**src/sv/ssf_pkg.sv**
```systemverilog
`timescale 1ns / 1ps
// ----------------------------------------------------------------------------
// ssf_pkg
// Shared types and constants of the shortest-seek-first request scheduler.
// ----------------------------------------------------------------------------
package ssf_pkg;

  // fixed widths of the beat fields
  localparam int unsigned TRACK_W = 16;
  localparam int unsigned SEEK_W  = 22;

  // default sizing
  localparam int unsigned DEF_MAX_REQUESTS = 64;
  localparam int unsigned DEF_TRACK_BITS   = 16;

  // saturation value of the running seek total
  localparam logic [SEEK_W-1:0] SEEK_MAX = '1;

  // controller states
  typedef enum logic [2:0] {
    S_LOAD,
    S_START,
    S_SCAN,
    S_DRAIN,
    S_COMMIT
  } ctrl_state_e;

  // controller to datapath commands
  typedef struct packed {
    logic load;     // request beat accepted
    logic start;    // begin ordering a batch
    logic scan_rd;  // read one store entry for the nearest search
    logic commit;   // serve the nearest entry and emit a result
  } dp_cmd_t;

  // datapath to controller status
  typedef struct packed {
    logic scan_last;   // scan pointer sits on the last loaded entry
    logic final_pick;  // next commit serves the last request of the batch
    logic out_free;    // result register can take a new beat
  } dp_sts_t;

endpackage

```
**src/sv/ssf_req_if.sv**
```systemverilog
`timescale 1ns / 1ps
// ----------------------------------------------------------------------------
// ssf_req_if
// Request channel: one track request per beat, with an end-of-batch mark.
// ----------------------------------------------------------------------------
interface ssf_req_if
  import ssf_pkg::*;
();
  logic               valid;
  logic               ready;
  logic [TRACK_W-1:0] request_track;
  logic               batch_end;

  modport source (output valid, output request_track, output batch_end, input ready);
  modport sink   (input valid, input request_track, input batch_end, output ready);
endinterface

```
**src/sv/ssf_res_if.sv**
```systemverilog
`timescale 1ns / 1ps
// ----------------------------------------------------------------------------
// ssf_res_if
// Result channel: one served request per beat, with the running seek total.
// ----------------------------------------------------------------------------
interface ssf_res_if
  import ssf_pkg::*;
();
  logic               valid;
  logic               ready;
  logic [TRACK_W-1:0] served_track;
  logic [SEEK_W-1:0]  total_seek;
  logic               last_of_run;
  logic               requests_dropped;

  modport source (output valid, output served_track, output total_seek,
                  output last_of_run, output requests_dropped, input ready);
  modport sink   (input valid, input served_track, input total_seek,
                  input last_of_run, input requests_dropped, output ready);
endinterface

```
**src/sv/ssf_cfg_if.sv**
```systemverilog
`timescale 1ns / 1ps
// ----------------------------------------------------------------------------
// ssf_cfg_if
// Configuration write channel for the start head register.
// ----------------------------------------------------------------------------
interface ssf_cfg_if
  import ssf_pkg::*;
();
  logic               valid;
  logic               ready;
  logic [TRACK_W-1:0] start_head;

  modport source (output valid, output start_head, input ready);
  modport sink   (input valid, input start_head, output ready);
endinterface

```
**src/sv/ssf_ctrl.sv**
```systemverilog
`timescale 1ns / 1ps
// ----------------------------------------------------------------------------
// ssf_ctrl
// Sequencer: loads a batch, then runs one nearest-entry scan per result.
// ----------------------------------------------------------------------------
module ssf_ctrl
  import ssf_pkg::*;
(
  input  logic    clk_i,
  input  logic    rst_ni,
  input  logic    req_vld_i,
  input  logic    req_end_i,
  output logic    req_rdy_o,
  input  dp_sts_t sts_i,
  output dp_cmd_t cmd_o
);

  ctrl_state_e state_q, state_d;

  // state register
  always_ff @(posedge clk_i or negedge rst_ni) begin
    if (!rst_ni) begin
      state_q <= S_LOAD;
    end else begin
      state_q <= state_d;
    end
  end

  // next state and commands
  always_comb begin
    state_d   = state_q;
    req_rdy_o = 1'b0;
    cmd_o     = '0;
    case (state_q)
      S_LOAD: begin
        req_rdy_o = 1'b1;
        if (req_vld_i) begin
          cmd_o.load = 1'b1;
          if (req_end_i) begin
            state_d = S_START;
          end
        end
      end
      S_START: begin
        cmd_o.start = 1'b1;
        state_d     = S_SCAN;
      end
      S_SCAN: begin
        cmd_o.scan_rd = 1'b1;
        if (sts_i.scan_last) begin
          state_d = S_DRAIN;
        end
      end
      // last read beat reaches the compare stage
      S_DRAIN: begin
        state_d = S_COMMIT;
      end
      S_COMMIT: begin
        if (sts_i.out_free) begin
          cmd_o.commit = 1'b1;
          state_d      = sts_i.final_pick ? S_LOAD : S_SCAN;
        end
      end
      default: begin
        state_d = S_LOAD;
      end
    endcase
  end

endmodule

```
**src/sv/ssf_dpath.sv**
```systemverilog
`timescale 1ns / 1ps
// ----------------------------------------------------------------------------
// ssf_dpath
// Request store, sequential nearest-track search, seek accumulator and
// result register.
// ----------------------------------------------------------------------------
module ssf_dpath
  import ssf_pkg::*;
#(
  parameter int unsigned MAX_REQUESTS = DEF_MAX_REQUESTS,
  parameter int unsigned TRACK_BITS   = DEF_TRACK_BITS
) (
  input  logic               clk_i,
  input  logic               rst_ni,
  input  dp_cmd_t            cmd_i,
  output dp_sts_t            sts_o,
  input  logic [TRACK_W-1:0] req_track_i,
  input  logic               cfg_vld_i,
  input  logic [TRACK_W-1:0] cfg_head_i,
  input  logic               res_rdy_i,
  output logic               res_vld_o,
  output logic [TRACK_W-1:0] res_track_o,
  output logic [SEEK_W-1:0]  res_seek_o,
  output logic               res_last_o,
  output logic               res_drop_o
);

  localparam int unsigned TW     = (TRACK_BITS < TRACK_W) ? TRACK_BITS : TRACK_W;
  localparam int unsigned CNT_W  = $clog2(MAX_REQUESTS + 1);
  localparam int unsigned IDX_W  = (MAX_REQUESTS > 1) ? $clog2(MAX_REQUESTS) : 1;
  localparam int unsigned WORD_W = TW + 1;

  // store word: served mark over track
  logic [WORD_W-1:0] mem_q [MAX_REQUESTS];

  logic [TW-1:0]     start_head_q;
  logic [CNT_W-1:0]  count_q;
  logic              ovf_q;
  logic [TW-1:0]     head_q;
  logic [SEEK_W-1:0] seek_q;
  logic [IDX_W-1:0]  served_q;
  logic [IDX_W-1:0]  scan_ptr_q;
  logic              rd_vld_q;
  logic [IDX_W-1:0]  rd_idx_q;
  logic [WORD_W-1:0] rd_word_q;
  logic              found_q;
  logic [IDX_W-1:0]  best_idx_q;
  logic [TW-1:0]     best_dist_q;
  logic [TW-1:0]     best_track_q;
  logic              res_vld_q;
  logic [TRACK_W-1:0] res_track_q;
  logic [SEEK_W-1:0] res_seek_q;
  logic              res_last_q;
  logic              res_drop_q;

  logic              room;
  logic [CNT_W-1:0]  cnt_m1;
  logic [IDX_W-1:0]  last_idx;
  logic              wr_en;
  logic [IDX_W-1:0]  wr_addr;
  logic [WORD_W-1:0] wr_word;
  logic [TW-1:0]     rd_track;
  logic              rd_served;
  logic [TW-1:0]     gap;
  logic              take;
  logic [SEEK_W:0]   seek_sum;
  logic [SEEK_W-1:0] seek_sat;

  // batch bookkeeping
  assign room     = count_q < CNT_W'(MAX_REQUESTS);
  assign cnt_m1   = count_q - CNT_W'(1);
  assign last_idx = cnt_m1[IDX_W-1:0];

  assign sts_o.scan_last  = (scan_ptr_q == last_idx);
  assign sts_o.final_pick = (served_q == last_idx);
  assign sts_o.out_free   = !res_vld_q || res_rdy_i;

  // store write port: load appends, commit sets the served mark
  assign wr_en   = (cmd_i.load && room) || cmd_i.commit;
  assign wr_addr = cmd_i.commit ? best_idx_q : count_q[IDX_W-1:0];
  assign wr_word = cmd_i.commit ? {1'b1, best_track_q} : {1'b0, req_track_i[TW-1:0]};

  always_ff @(posedge clk_i) begin
    if (wr_en) begin
      mem_q[wr_addr] <= wr_word;
    end
    if (cmd_i.scan_rd) begin
      rd_word_q <= mem_q[scan_ptr_q];
      rd_idx_q  <= scan_ptr_q;
    end
  end

  // distance compare against the best so far; ties keep the earlier entry
  assign rd_served = rd_word_q[TW];
  assign rd_track  = rd_word_q[TW-1:0];
  assign gap       = (head_q >= rd_track) ? (head_q - rd_track) : (rd_track - head_q);
  assign take      = rd_vld_q && !rd_served && (!found_q || (gap < best_dist_q));

  always_ff @(posedge clk_i) begin
    if (take) begin
      best_idx_q   <= rd_idx_q;
      best_dist_q  <= gap;
      best_track_q <= rd_track;
    end
  end

  // saturating seek accumulation
  assign seek_sum = {1'b0, seek_q} + (SEEK_W + 1)'(best_dist_q);
  assign seek_sat = seek_sum[SEEK_W] ? SEEK_MAX : seek_sum[SEEK_W-1:0];

  // control and accumulator registers
  always_ff @(posedge clk_i or negedge rst_ni) begin
    if (!rst_ni) begin
      start_head_q <= '0;
      count_q      <= '0;
      ovf_q        <= 1'b0;
      head_q       <= '0;
      seek_q       <= '0;
      served_q     <= '0;
      scan_ptr_q   <= '0;
      rd_vld_q     <= 1'b0;
      found_q      <= 1'b0;
      res_vld_q    <= 1'b0;
    end else begin
      if (cfg_vld_i) begin
        start_head_q <= cfg_head_i[TW-1:0];
      end
      rd_vld_q <= cmd_i.scan_rd;

      if (cmd_i.load) begin
        if (room) begin
          count_q <= count_q + CNT_W'(1);
        end else begin
          ovf_q <= 1'b1;
        end
      end

      if (cmd_i.start) begin
        head_q   <= start_head_q;
        seek_q   <= '0;
        served_q <= '0;
      end

      if (cmd_i.start || cmd_i.commit) begin
        scan_ptr_q <= '0;
        found_q    <= 1'b0;
      end else begin
        if (cmd_i.scan_rd) begin
          scan_ptr_q <= scan_ptr_q + IDX_W'(1);
        end
        if (take) begin
          found_q <= 1'b1;
        end
      end

      if (cmd_i.commit) begin
        head_q   <= best_track_q;
        seek_q   <= seek_sat;
        served_q <= served_q + IDX_W'(1);
        if (sts_o.final_pick) begin
          count_q <= '0;
          ovf_q   <= 1'b0;
        end
      end

      // result beat register
      if (cmd_i.commit) begin
        res_vld_q <= 1'b1;
      end else if (res_rdy_i) begin
        res_vld_q <= 1'b0;
      end
    end
  end

  // result payload
  always_ff @(posedge clk_i) begin
    if (cmd_i.commit) begin
      res_track_q <= TRACK_W'(best_track_q);
      res_seek_q  <= seek_sat;
      res_last_q  <= sts_o.final_pick;
      res_drop_q  <= ovf_q;
    end
  end

  assign res_vld_o   = res_vld_q;
  assign res_track_o = res_track_q;
  assign res_seek_o  = res_seek_q;
  assign res_last_o  = res_last_q;
  assign res_drop_o  = res_drop_q;

  // scans only run over a non-empty batch
  a_scan_nonempty: assert property (@(posedge clk_i) disable iff (!rst_ni)
    cmd_i.scan_rd |-> (count_q != '0))
    else $error("store scan with empty batch");

  // every commit serves an unserved entry found by the scan
  a_commit_found: assert property (@(posedge clk_i) disable iff (!rst_ni)
    cmd_i.commit |-> found_q)
    else $error("commit without a selected entry");

  // a pending result beat is never overwritten
  a_commit_free: assert property (@(posedge clk_i) disable iff (!rst_ni)
    cmd_i.commit |-> (!res_vld_q || res_rdy_i))
    else $error("result register overwritten");

endmodule

```
**src/sv/shortest_seek_first_scheduler.sv**
```systemverilog
`timescale 1ns / 1ps
// ----------------------------------------------------------------------------
// shortest_seek_first_scheduler
// Collects a batch of track requests and returns them in shortest-seek order.
// ----------------------------------------------------------------------------
// Each request beat is stored until a beat with batch_end set closes the
// batch; requests past MAX_REQUESTS are dropped and every result of that
// batch then carries requests_dropped. Ordering starts at the configured
// start_head. For each result the nearest unserved entry is found by
// reading the request store one entry per cycle through its single read
// port, followed by a drain of the compare stage and the commit of the
// result. Requests for the next batch are not taken until the last result
// of the current batch has been committed; ties on distance go to the
// earlier request, and total_seek saturates.
module shortest_seek_first_scheduler
  import ssf_pkg::*;
#(
  parameter int unsigned MAX_REQUESTS = DEF_MAX_REQUESTS,
  parameter int unsigned TRACK_BITS   = DEF_TRACK_BITS
) (
  input  logic       clk_i,
  input  logic       rst_ni,
  ssf_cfg_if.sink    cfg_i,
  ssf_req_if.sink    req_i,
  ssf_res_if.source  res_o
);

  dp_cmd_t cmd;
  dp_sts_t sts;

  // configuration is always taken
  assign cfg_i.ready = 1'b1;

  ssf_ctrl u_ctrl (
    .clk_i     (clk_i),
    .rst_ni    (rst_ni),
    .req_vld_i (req_i.valid),
    .req_end_i (req_i.batch_end),
    .req_rdy_o (req_i.ready),
    .sts_i     (sts),
    .cmd_o     (cmd)
  );

  ssf_dpath #(
    .MAX_REQUESTS (MAX_REQUESTS),
    .TRACK_BITS   (TRACK_BITS)
  ) u_dpath (
    .clk_i       (clk_i),
    .rst_ni      (rst_ni),
    .cmd_i       (cmd),
    .sts_o       (sts),
    .req_track_i (req_i.request_track),
    .cfg_vld_i   (cfg_i.valid),
    .cfg_head_i  (cfg_i.start_head),
    .res_rdy_i   (res_o.ready),
    .res_vld_o   (res_o.valid),
    .res_track_o (res_o.served_track),
    .res_seek_o  (res_o.total_seek),
    .res_last_o  (res_o.last_of_run),
    .res_drop_o  (res_o.requests_dropped)
  );

endmodule
```
**src/flat_wrapper.sv**
```systemverilog
// flat-port wrapper written by rule: the top's interface ports become plain ports
module shortest_seek_first_scheduler_flat import ssf_pkg::*;
#(
  parameter int unsigned MAX_REQUESTS = DEF_MAX_REQUESTS,
  parameter int unsigned TRACK_BITS   = DEF_TRACK_BITS
)
  (clk_i, rst_ni, cfg_i_valid, cfg_i_start_head, cfg_i_ready, req_i_valid, req_i_request_track, req_i_batch_end, req_i_ready, res_o_valid, res_o_served_track, res_o_total_seek, res_o_last_of_run, res_o_requests_dropped, res_o_ready);
  ssf_cfg_if cfg_i_i ();
  ssf_req_if req_i_i ();
  ssf_res_if res_o_i ();
  input  logic clk_i;
  input  logic rst_ni;
  input wire logic [$bits(cfg_i_i.valid)-1:0] cfg_i_valid;
  input wire logic [$bits(cfg_i_i.start_head)-1:0] cfg_i_start_head;
  output wire logic [$bits(cfg_i_i.ready)-1:0] cfg_i_ready;
  input wire logic [$bits(req_i_i.valid)-1:0] req_i_valid;
  input wire logic [$bits(req_i_i.request_track)-1:0] req_i_request_track;
  input wire logic [$bits(req_i_i.batch_end)-1:0] req_i_batch_end;
  output wire logic [$bits(req_i_i.ready)-1:0] req_i_ready;
  output wire logic [$bits(res_o_i.valid)-1:0] res_o_valid;
  output wire logic [$bits(res_o_i.served_track)-1:0] res_o_served_track;
  output wire logic [$bits(res_o_i.total_seek)-1:0] res_o_total_seek;
  output wire logic [$bits(res_o_i.last_of_run)-1:0] res_o_last_of_run;
  output wire logic [$bits(res_o_i.requests_dropped)-1:0] res_o_requests_dropped;
  input wire logic [$bits(res_o_i.ready)-1:0] res_o_ready;
  assign cfg_i_i.valid = cfg_i_valid;
  assign cfg_i_i.start_head = cfg_i_start_head;
  assign cfg_i_ready = cfg_i_i.ready;
  assign req_i_i.valid = req_i_valid;
  assign req_i_i.request_track = req_i_request_track;
  assign req_i_i.batch_end = req_i_batch_end;
  assign req_i_ready = req_i_i.ready;
  assign res_o_valid = res_o_i.valid;
  assign res_o_served_track = res_o_i.served_track;
  assign res_o_total_seek = res_o_i.total_seek;
  assign res_o_last_of_run = res_o_i.last_of_run;
  assign res_o_requests_dropped = res_o_i.requests_dropped;
  assign res_o_i.ready = res_o_ready;
  shortest_seek_first_scheduler #(.MAX_REQUESTS(MAX_REQUESTS), .TRACK_BITS(TRACK_BITS)) u_core (.clk_i(clk_i), .rst_ni(rst_ni), .cfg_i(cfg_i_i), .req_i(req_i_i), .res_o(res_o_i));
endmodule
```
**config.mk**
```make
export PLATFORM = sky130hd
export DESIGN_NAME = shortest_seek_first_scheduler_flat
export DESIGN_NICKNAME = d
export VERILOG_FILES = /design/src/sv/ssf_pkg.sv /design/src/sv/ssf_req_if.sv /design/src/sv/ssf_res_if.sv /design/src/sv/ssf_cfg_if.sv /design/src/sv/ssf_ctrl.sv /design/src/sv/ssf_dpath.sv /design/src/sv/shortest_seek_first_scheduler.sv /design/src/flat_wrapper.sv
export SDC_FILE = /design/constraint.sdc
export NUM_CORES = 1
export LEC_CHECK = 0
export BUFFER_PORTS_ARGS = -buffer_cell sky130_fd_sc_hd__buf_2
export CAP_MARGIN = 25
export CORE_ASPECT_RATIO = 1.5
export CORE_MARGIN = 5
export CORE_UTILIZATION = 55
export CTS_CLUSTER_SIZE = 20
export DETAILED_ROUTE_END_ITERATION = 8
export PLACE_DENSITY = 0.74
export SYNTH_ARGS = -nofsm -noshare
export SYNTH_HDL_FRONTEND = slang
export SYNTH_SLANG_ARGS = --single-unit
export TNS_END_PERCENT = 1
```
**constraint.sdc**
```tcl
create_clock -name clk_i -period 5.85 [get_ports clk_i]
set_input_delay 0.8775 -clock clk_i [delete_from_list [all_inputs] [get_ports clk_i]]
set_output_delay 0.8775 -clock clk_i [all_outputs]
set_load 0.01 [all_outputs]
```
; ---- Word level (Yosys, flattened, before mapping)
; Memories as Yosys holds them, arrays and structs flattened. A register that Yosys moved wholly into a read port is not among the register bits.
; Index checks and enable logic that the tools add are counted.
[totals]
ff_bits = 164
mem_bits_rw = 1088
mem_count = 1
input_bits = 38
romBits = 0
latch_bits = 0
[mem_list]
columns = memory, words, word_bits, rd, rd_clocked_by_memory_dff, wr, line
row1 = u_core.u_dpath.mem_q, 64, 17, 1, 1, 1, ssf_dpath.sv:34  ; logic [WORD_W-1:0] mem_q [MAX_REQUESTS];
[op_classes]
div_mod_pow = 0
n_mux = 39
n_reduce_logical = 16
addsub = 7
mul = 0
n_lt_le_gt_ge = 3
shift = 0
eq_ne = 10
bitwise = 0
[op_table]
columns = operator, count
row1 = 22-bit 2-to-1 mux, 3
row2 = 16-bit 2-to-1 mux, 3
row3 = 16-bit subtractor, 2
row4 = 6-bit 2-to-1 mux, 5
row5 = 7-bit 2-to-1 mux, 4
row6 = 22-bit by 16-bit adder with 23-bit output, 1
row7 = 1-bit 2-to-1 mux, 17
row8 = 17-bit 2-to-1 mux, 1
row9 = 16-bit >= comparator, 1
row10 = 16-bit less-than comparator, 1
row11 = 3-bit one-hot mux with 5 select lines, 1
row12 = "6-bit by 1-bit adder with 6-bit output, second input constant", 2
row13 = 6-bit == test, 2
row14 = 3-bit 2-to-1 mux, 4
row15 = 2-bit nonzero test, 4
row16 = "7-bit by 1-bit adder with 7-bit output, second input constant", 1
row17 = "7-bit less-than comparator, second input constant", 1
row18 = "3-bit by 2-bit == test with 1-bit output, second input constant", 2
row19 = "6-bit by 1-bit subtractor with 6-bit output, second input constant", 1
row20 = 1-bit logical OR, 4
row21 = "2-bit by 1-bit inequality test with 1-bit output, second input constant", 2
row22 = "2-bit inequality test, second input constant", 2
row23 = 4-bit AND reduction, 1
row24 = "3-bit by 1-bit == test with 1-bit output, second input constant", 1
row25 = other kinds (5), 9

; ---- Depth between registers and ports, before layout
; Gate-level depths: netlist of run 1.
[depth]
depth_word = 7
mapped_depth = 18
ltp_nobuf = 17

; ---- Hierarchy
; A second synthesis of run 1 with hierarchy kept.
[hier_totals]
hier_cells = 2552
hier_area_um2 = 51458.1
[modules_own_cells]
columns = module, cells_each, area_each_um2, instances
row1 = ssf_dpath, 2532, 51270.4, 1
row2 = ssf_ctrl, 18, 176.4, 1
row3 = shortest_seek_first_scheduler, 2, 11.3, 1

; ---- Worst setup path before layout of run 1
; No wires, ideal clock.
[synth_path]
kind = flip-flop to flip-flop
start = reg u_core.u_dpath.rd_word_q[10], read port of u_core.u_dpath.mem_q
end = reg u_core.u_dpath.best_dist_q[0], enable pin
n_path_buf = 2
arrival_ns = 5.566
setup_slack_ns = -0.162
period_less_slack_ns = 6.012
path_stages_with_launch = 17
path_cell_list = edfxtp_1 -> ha_1 -> buf_4 -> and3_4 -> and3_1 -> or4b_4 -> o21ai_4 -> buf_12 -> mux2i_1 -> xor2_1 -> ha_1 -> a21o_1 -> a21o_1 -> a21o_1 -> a2111oi_0 -> o21ai_0 -> a21oi_1
[synth_between]
elab_chain_len = 5
elab_cells_between_ends = 7
classes_between = add/sub (2) / order compare (2) / mux (1) / reduce/logical (2)
[synth_rtl]
columns = item, line
row1 = from (decl), ssf_dpath.sv:45  ; logic [WORD_W-1:0] rd_word_q;
row2 = 16-bit >= comparator, ssf_dpath.sv:96  ; assign gap = (head_q >= rd_track) ? (head_q - rd_track) : (rd_track - head_q);
row3 = 16-bit 2-to-1 mux, ssf_dpath.sv:96
row4 = named net u_core.u_dpath.gap[9], ssf_dpath.sv:64  ; logic [TW-1:0] gap;
row5 = 16-bit less-than comparator, ssf_dpath.sv:97  ; assign take = rd_vld_q && !rd_served && (!found_q || (gap < best_dist_q));
row6 = 1-bit logical OR, ssf_dpath.sv:97
row7 = 1-bit logical AND, ssf_dpath.sv:97
row8 = named net u_core.u_dpath.take, ssf_dpath.sv:65  ; logic take;
row9 = to (signal assigned), ssf_dpath.sv:102  ; best_dist_q <= gap;
row10 = to (decl), ssf_dpath.sv:48  ; logic [TW-1:0] best_dist_q;
; The timed path passes the listed nets, and every way through them passes these cells.
; A chain may end at the register's enable or synchronous reset.

; ---- Worst setup path in the final report of run 1
[layout_path]
start = reg u_core.u_dpath.rd_word_q[13], read port of u_core.u_dpath.mem_q
end = reg u_core.u_dpath.best_track_q[2], enable pin
[layout_between]
elab_chain_len = 5
elab_cells_between_ends = 7
classes_between = add/sub (2) / order compare (2) / mux (1) / reduce/logical (2)
[layout_rtl]
columns = item, line
row1 = 16-bit >= comparator, ssf_dpath.sv:96
row2 = 16-bit 2-to-1 mux, ssf_dpath.sv:96
row3 = named net u_core.u_dpath.gap[1], ssf_dpath.sv:64
row4 = 16-bit less-than comparator, ssf_dpath.sv:97
row5 = 1-bit logical OR, ssf_dpath.sv:97
row6 = 1-bit logical AND, ssf_dpath.sv:97
row7 = named net u_core.u_dpath.take, ssf_dpath.sv:65
row8 = to (signal assigned), ssf_dpath.sv:103  ; best_track_q <= rd_track;
row9 = to (decl), ssf_dpath.sv:49  ; logic [TW-1:0] best_track_q;
; The timed path passes the listed nets, and every way through them passes these cells.

==> flow_summary_export.csv, run 1 <==
group,metric,value,unit
flow_run,drv_cap,0,
critical_path,worstPathMaxFanout,26,
sta,layout_setup_ws,0.729,ns
global_route,grt_pass1_wl,185000,um
power,pwr-share-clk,25.3,%
critical_path,r2r_slack,0.73,ns
place,dp_worst_setup_slack,0.808,ns
sta,hold_ws,0.250,ns
clock_network,postCtsHoldBufs,0,
clock_network,cts_buffers,109,
synthesis,ys.flop_type,"edfxtp_1",
sta,post-route-period-util,87.5,%
cells_and_area,utilization,62.1,%
route,drc,0,
sta,finalSetupViolCount,0,
sta,final.setup_skew,0.0258,ns
clock_network,htreeDepth,3,
die,die_h,385,um
power,cellPowerDensity,504,nW/um^2
critical_path,crit_chain,"ha_1 > a21o_1 > a211oi_1 > or4b_4 > o21ai_4 > buf_4 > mux2_2 > ha_1 > a21boi_0 > o21a_1 > o211ai_1 > a211oi_1 > or3_1 > a21oi_4 > buf_4",
route,wl,125000,um
critical_path,path_delay_family,"compound AO/OA/AOI/OAI gates",
place,dp.cells,3973,
sta,fmax,195,MHz
cells_and_area,fin_cells,4183,
sta,min_period,5.12,ns
critical_path,critPathKind,"flop to flop",
synthesis,ys_seq_area_share,73.0,%
cells_and_area,final_area,57800,sq um
global_route,antenna_found_initial,0,
global_route,grt_usage,25.2,%
sta,worst_pin_slew,1.02,ns
place,portBuffers,79,
global_route,grt_max_degree,99,
power,p_sw,9.62,mW
sta,finalHoldViolCount,0,
die,fp.dieW,260,um
route,drt_iter0_drc,2868,
min_path,worst_hold_path_type,"input pin to async pin",
critical_path,reg2reg_to,"u_core.u_dpath.best_track_q[2]",
global_route,grt_pass1_vias,27600,
critical_path,ff2ff_path_depth,15,
clock_network,clockBufferDepth,3,
synthesis,ys_warn_count,0,
synthesis,postSynthCellCount,2671,
die,ios,81,
power,p_int,19.5,mW
clock_network,cts_root_buf,"clkbuf_16",
clock_network,cts_setup_buffers,0,
power,switching_share,33.0,%
place,place_hpwl,77500,um
power,vdd_ir_drop_max,291,uV
route,dr.pass1.iters,7,
route,route.vias.total,26400,
route,via_per_inst,6.32,
power,power_frac_comb,33.9,%
cells_and_area,diodes,0,
power,p_total,29.1,mW
route,wl_per_cell,29.8,um
global_route,gr-total-overflow,0,
critical_path,crit_required,6.22,ns
run_status,status,"finished, final reports clean",
sta,max_slew_margin,31.8,%
place,place_congestion,0.922,
synthesis,syn_avg_cell_area,19.3,sq um
critical_path,end_kind,"flop",
clock_network,cts_tree,"yes",
power,seqPwrFrac,40.8,%
critical_path,worstReg2RegStart,"u_core.u_dpath.rd_word_q[13]",
critical_path,critPathSlowestCell,"or4b_4",
sta,fin_setup_tns,0,ns
power,p_leak,19.2,nW
synthesis,synth-seq-cells,1269,
critical_path,arrival,5.49,ns
die,row_count,137,
clock_network,ctsResizeCount,0,
synthesis,synthesis.nets,2778,
clock_network,cts.clk_slew.worst_paths,0.07,ns
die,core,93100,sq um
critical_path,cp-start-kind,"flop",
clock_network,clock_latency,0.71,ns
place,placedInstanceArea,54100,sq um
cells_and_area,fin_nets,2943,
die,die-area,100000,sq um
synthesis,synth-edff-count,1189,
synthesis,async_flop_share,6.30,%
critical_path,path_buf_inv,2,
synthesis,synth_cell_types,68,
route,antenna_left,0,
cells_and_area,area_delta_synth_final,11.9,%
synthesis,syn_area,51700,sq um
cells_and_area,drive_gt1_share,25.8,%
critical_path,max_stage_delay,0.52,ns
sta,rsz0062_at_grt,"no",
die,initial_utilization,55.5,%
sta,final_max_slew_viol_count,0,
clock_network,cts.sinks,1269,
## synthesized netlist by cell type (8+ instances only)
| cell type | number | area [sq um] |
|---|---|---|
| inv_1 | 68 | 255 |
| a211oi_1 | 17 | 128 |
| mux4_2 | 340 | 7660 |
| or2_2 | 10 | 62.6 |
| xnor2_1 | 22 | 193 |
| mux2i_1 | 17 | 170 |
| mux2_2 | 19 | 214 |
| a22oi_1 | 36 | 270 |
| a21oi_1 | 64 | 320 |
| ha_1 | 66 | 826 |
| a21o_1 | 22 | 165 |
| buf_1 | 15 | 56.3 |
| nand3_1 | 36 | 180 |
| nor3_1 | 17 | 85.1 |
| o21a_1 | 10 | 75.1 |
| clkbuf_1 | 87 | 327 |
| nand2_1 | 143 | 537 |
| nor2_1 | 132 | 495 |
| nand4_1 | 9 | 56.3 |
| nor2b_1 | 11 | 68.8 |
| a31oi_1 | 9 | 56.3 |
| dfrtp_1 | 80 | 2000 |
| buf_2 | 33 | 165 |
| edfxtp_1 | 1189 | 35700 |
| nand2b_1 | 8 | 50.1 |
| xor2_1 | 27 | 236 |
| o21ai_0 | 67 | 335 |
| and3_1 | 13 | 81.3 |
## cell families after synthesis
family,Yosys count,share of synthesized area [%]
DFF,1269,73.0
and+or+nand+nor,419,3.73
muxes,376,15.6
AOI/OAI and AO/OA,281,3.54
buffers and inverters,207,1.63
adders and majority gates,69,1.71
xor gates and xnor gates,49,0.831
other,1,0.00726
## flip-flops by register name, indices dropped and copies added (netlist names), 3 cells and up
signal	count
u_core.u_dpath.mem_q	1088
u_core.u_dpath.res_seek_o	22
u_core.u_dpath.seek_q	22
u_core.u_dpath.rd_word_q	17
u_core.u_dpath.best_dist_q	16
u_core.u_dpath.best_track_q	16
u_core.u_dpath.head_q	16
u_core.u_dpath.res_track_o	16
u_core.u_dpath.start_head_q	16
u_core.u_dpath.count_q	7
u_core.u_dpath.best_idx_q	6
u_core.u_dpath.rd_idx_q	6
u_core.u_dpath.scan_ptr_q	6
u_core.u_dpath.served_q	6
u_core.u_ctrl.state_q	3
## cell type report
cell class	count	area, sq um
sequential	1269	37700
timing repair buffer	192	1440
tap	1251	1570
multi-input combinational	1195	13200
fill	6307	35200
inverter	69	264
clock buffer	140	2920
clock inverter	67	747
## cell usage in the layout, fill, tap and decap left out, types with 7 or more instances in the layout
cell / count
a31oi_1: 9
o21bai_1: 7
mux4_2: 340
clkbuf_16: 110
nor3_1: 17
nand3b_1: 7
xnor2_1: 22
a211oi_1: 17
a22oi_1: 36
o21a_1: 10
a21oi_1: 63
nand2_1: 127
ha_1: 66
dfrtp_1: 76
nand4_1: 9
mux2i_1: 17
inv_1: 68
o21ai_0: 67
and2_1: 7
edfxtp_1: 1189
nor2b_1: 10
nand3_1: 35
mux2_2: 19
nor2_1: 132
clkbuf_1: 25
buf_12: 15
buf_4: 98
or2_2: 10
clkinv_1: 19
xor2_1: 27
clkinvlp_4: 7
a21o_1: 22
clkinv_2: 18
buf_2: 78
nand2b_1: 8
nand2_2: 16
bufinv_16: 13
and3_1: 13
## layer usage
metal | vias to the layer above | part of all wire, % | GRT usage (%) | wire length (um)
met1 | 13900 | 36 | 31.4 | 44300
met5 | - | 0 | 0 | 0
met4 | 0 | 6.2 | 13.6 | 7740
li1 | 11100 | - | - | -
met2 | 1174 | 52 | 43.7 | 65000
met3 | 243 | 6.0 | 2.92 | 7520
## worst max-delay path by stage
stage	slack, ns	end	startpoint	depth (start not counted)
6_report	0.73	u_core.u_dpath.best_track_q[2]	u_core.u_dpath.rd_word_q[13]	15
2_1_floorplan	0.67	u_core.u_dpath.best_dist_q[0]	u_core.u_dpath.rd_word_q[10]	16
5_1_grt	0.50	u_core.u_dpath.best_track_q[2]	u_core.u_dpath.rd_word_q[13]	15
3_3_place_gp	0.84	u_core.u_dpath.best_idx_q[0]	u_core.u_dpath.head_q[13]	16
4_1_cts	0.79	u_core.u_dpath.best_track_q[14]	u_core.u_dpath.rd_word_q[13]	15
3_5_place_dp	0.81	u_core.u_dpath.best_track_q[1]	u_core.u_dpath.rd_word_q[13]	15
## power by group through the flow
| stage | logic (mW) | clock network, mW | registers (mW) |
|---|---|---|---|
| 2_1_floorplan | 7.04 | 0 | 11.6 |
| 3_3_place_gp | 9.59 | 0 | 12.1 |
| 3_5_place_dp | 9.78 | 0 | 12.1 |
| 4_1_cts | 9.86 | 7.49 | 11.9 |
| 5_1_grt | 10.6 | 7.88 | 12.0 |
| 6_report | 9.86 | 7.37 | 11.9 |
## worst register-to-register path, delay by kind of cell, from the launching register on
family | cells | cell delay [ns]
AND/OR/NAND/NOR | 2 | 0.93
flip-flops | 1 | 0.41
AO/OA/AOI/OAI | 8 | 1.75
adder cells (fa/ha/maj) | 2 | 0.64
buffers and inverters | 2 | 0.66
multiplexers | 1 | 0.37
No activity file was read; power rests on OpenSTA's default activity.
==> inputs of run 2 (changes only) <==
Settings changed: REMOVE_ABC_BUFFERS from default to 1, SKIP_LAST_GASP from default to 1.
==> run 2 against run 1 <==
Effect of this change: count of clock-buffer cells in the layout is 13 lower; maximum frequency is 4.6% higher; flip-flop and latch count unchanged; total power grew 0.68%; sequential power about the same; wire length grew 2.1%; final area is 0.39% higher; first-iteration DRC count rose by 5.1%; non-clock buffer count increased by 5; highest routed layer unchanged.
==> flow_summary_export.csv, run 2 (synthesis results as in run 1) <==
group,metric,value,unit
run_status,status,"finished, final reports clean",
sta,max_slew_margin,31.7,%
critical_path,arrival,5.25,ns
flow_run,drv_cap,0,
cells_and_area,layout_commonest_cell,"edfxtp_1",
clock_network,htreeDepth,3,
route,dr.pass1.iters,6,
clock_network,cts_setup_buffers,0,
clock_network,cts_buffers,109,
global_route,grtUsageMet3,3.28,%
route,drt_iter0_drc,3013,
place,place_hpwl,76700,um
route,via_per_inst,6.34,
global_route,antenna_found_initial,1,
cells_and_area,area_delta_synth_final,12.4,%
global_route,grt_usage,25.6,%
route,wl_per_cell,30.4,um
cells_and_area,drive_gt1_share,26.1,%
sta,rsz0062_at_grt,"no",
cells_and_area,largest_reg_flops,1088,
critical_path,end_kind,"flop",
sta,worst_pin_slew,0.999,ns
die,ios,81,
place,portBuffers,79,
cells_and_area,top_register,"u_core.u_dpath.mem_q",
route,wl,127000,um
die,row_count,137,
global_route,gr-total-overflow,0,
sta,fin_setup_tns,0,ns
sta,finalHoldViolCount,0,
sta,min_period,4.89,ns
sta,post-route-period-util,83.7,%
sta,layout_setup_ws,0.956,ns
power,p_leak,19.3,nW
global_route,grtUsageMet1,30.7,%
global_route,grt_pass1_wl,186000,um
clock_network,cts.sinks,1269,
die,fp.dieW,260,um
global_route,grt_pass1_vias,27900,
sta,final_max_slew_viol_count,0,
die,die_h,385,um
critical_path,ff2ff_path_depth,16,
clock_network,ctsResizeCount,0,
critical_path,worstPathMaxFanout,19,
route,route.vias.total,26500,
route,antenna_left,0,
route,drc,0,
die,die-area,100000,sq um
critical_path,critPathKind,"flop to flop",
clock_network,clockBufferDepth,3,
cells_and_area,fin_nets,2948,
die,core,93100,sq um
sta,finalSetupViolCount,0,
critical_path,cp-start-kind,"flop",
cells_and_area,fin_cells,4183,
global_route,grtUsageMet2,46.0,%
critical_path,crit_required,6.21,ns
clock_network,cts_tree,"yes",
global_route,grt_busiest_layer,"met2",
min_path,worst_hold_path_type,"input pin to async pin",
power,cellPowerDensity,505,nW/um^2
sta,final.setup_skew,0.0278,ns
sta,fmax,204,MHz
place,placedInstanceArea,54200,sq um
power,vdd_ir_drop_max,330,uV
global_route,grt_max_degree,82,
clock_network,postCtsHoldBufs,0,
clock_network,cts_root_buf,"clkbuf_16",
cells_and_area,final_area,58100,sq um
clock_network,cts.clk_slew.worst_paths,0.07,ns
power,p_total,29.3,mW
place,dp_worst_setup_slack,0.958,ns
cells_and_area,layout_common_cells,"1189 x edfxtp_1, 340 x mux4_2, 128 x nor2_1",
place,dp.cells,3978,
clock_network,clock_latency,0.71,ns
die,initial_utilization,55.5,%
place,place_congestion,0.907,
[run 2: changes by cell type in the layout (fill, tap and decap cells not counted), sizes merged, moves of 2 or more]
| cell | previous run | this run |
|---|---|---|
| clkbuf | 140 | 127 |
| bufinv | 13 | 18 |
| buf | 192 | 197 |
| inv | 72 | 70 |
| clkinv | 44 | 48 |
| diode | 0 | 2 |
[run 2: area by class of cell]
cell class / instances / area [sq um]
repair buffers: 197 / 1560
multi-input cells: 1195 / 13200
diodes: 2 / 5.00
clock buffers: 127 / 2880
fillers: 6166 / 35000
inverters: 69 / 264
well taps: 1251 / 1570
clock inverters: 73 / 880
flip-flops and latches: 1269 / 37700
[run 2: metrics by stage]
step | util, % | hold slack, ns
2_1_floorplan | - | 0.400
3_3_place_gp | 58.1 | 0.400
3_5_place_dp | 58.3 | 0.413
4_1_cts | 62.3 | 0.153
5_1_grt | 62.4 | 0.190
6_report | 62.4 | 0.174
[run 2: worst paths after layout]
path | start | end | slack, ns
hold reg to reg | u_core.u_dpath.rd_idx_q[2] | u_core.u_dpath.best_idx_q[2] | 0.41
setup reg to reg | u_core.u_dpath.rd_word_q[13] | u_core.u_dpath.best_track_q[8] | 0.96
min in group clk_i | cfg_i_start_head[5] | u_core.u_dpath.start_head_q[5] | 0.41
setup / recovery | u_core.u_dpath.rd_word_q[13] | u_core.u_dpath.best_track_q[8] | 0.96
hold / removal | rst_ni | u_core.u_dpath.seek_q[10] | 0.17
max in group asynchronous | rst_ni | u_core.u_dpath.scan_ptr_q[3] | 4.57
[run 2: where the power goes]
group	switching, mW	internal (mW)
sequential	0.696	11.2
combinational	5.62	4.24
clock	3.26	4.33
total	9.58	19.7
[run 2: metal layers]
layer / vias up / wire length [um]
li1: 11100 / -
met1: 14000 / 44100
met2: 1158 / 68400
met3: 241 / 7720
met4: 0 / 6900
met5: - / 0
[run 2: critical path, cell delays in order (launching register included)]
cell and delay, ns:
edfxtp_1 0.42, ha_1 0.38, a21o_1 0.23, a211oi_1 0.30, or4b_4 0.51, o21ai_4 0.33
buf_4 0.29, mux2i_1 0.24, xor2_1 0.11, ha_1 0.20, a21o_1 0.17, a21o_1 0.16
a21o_1 0.17, a2111oi_0 0.36, o21ai_0 0.20, a21oi_4 0.16, buf_4 0.32
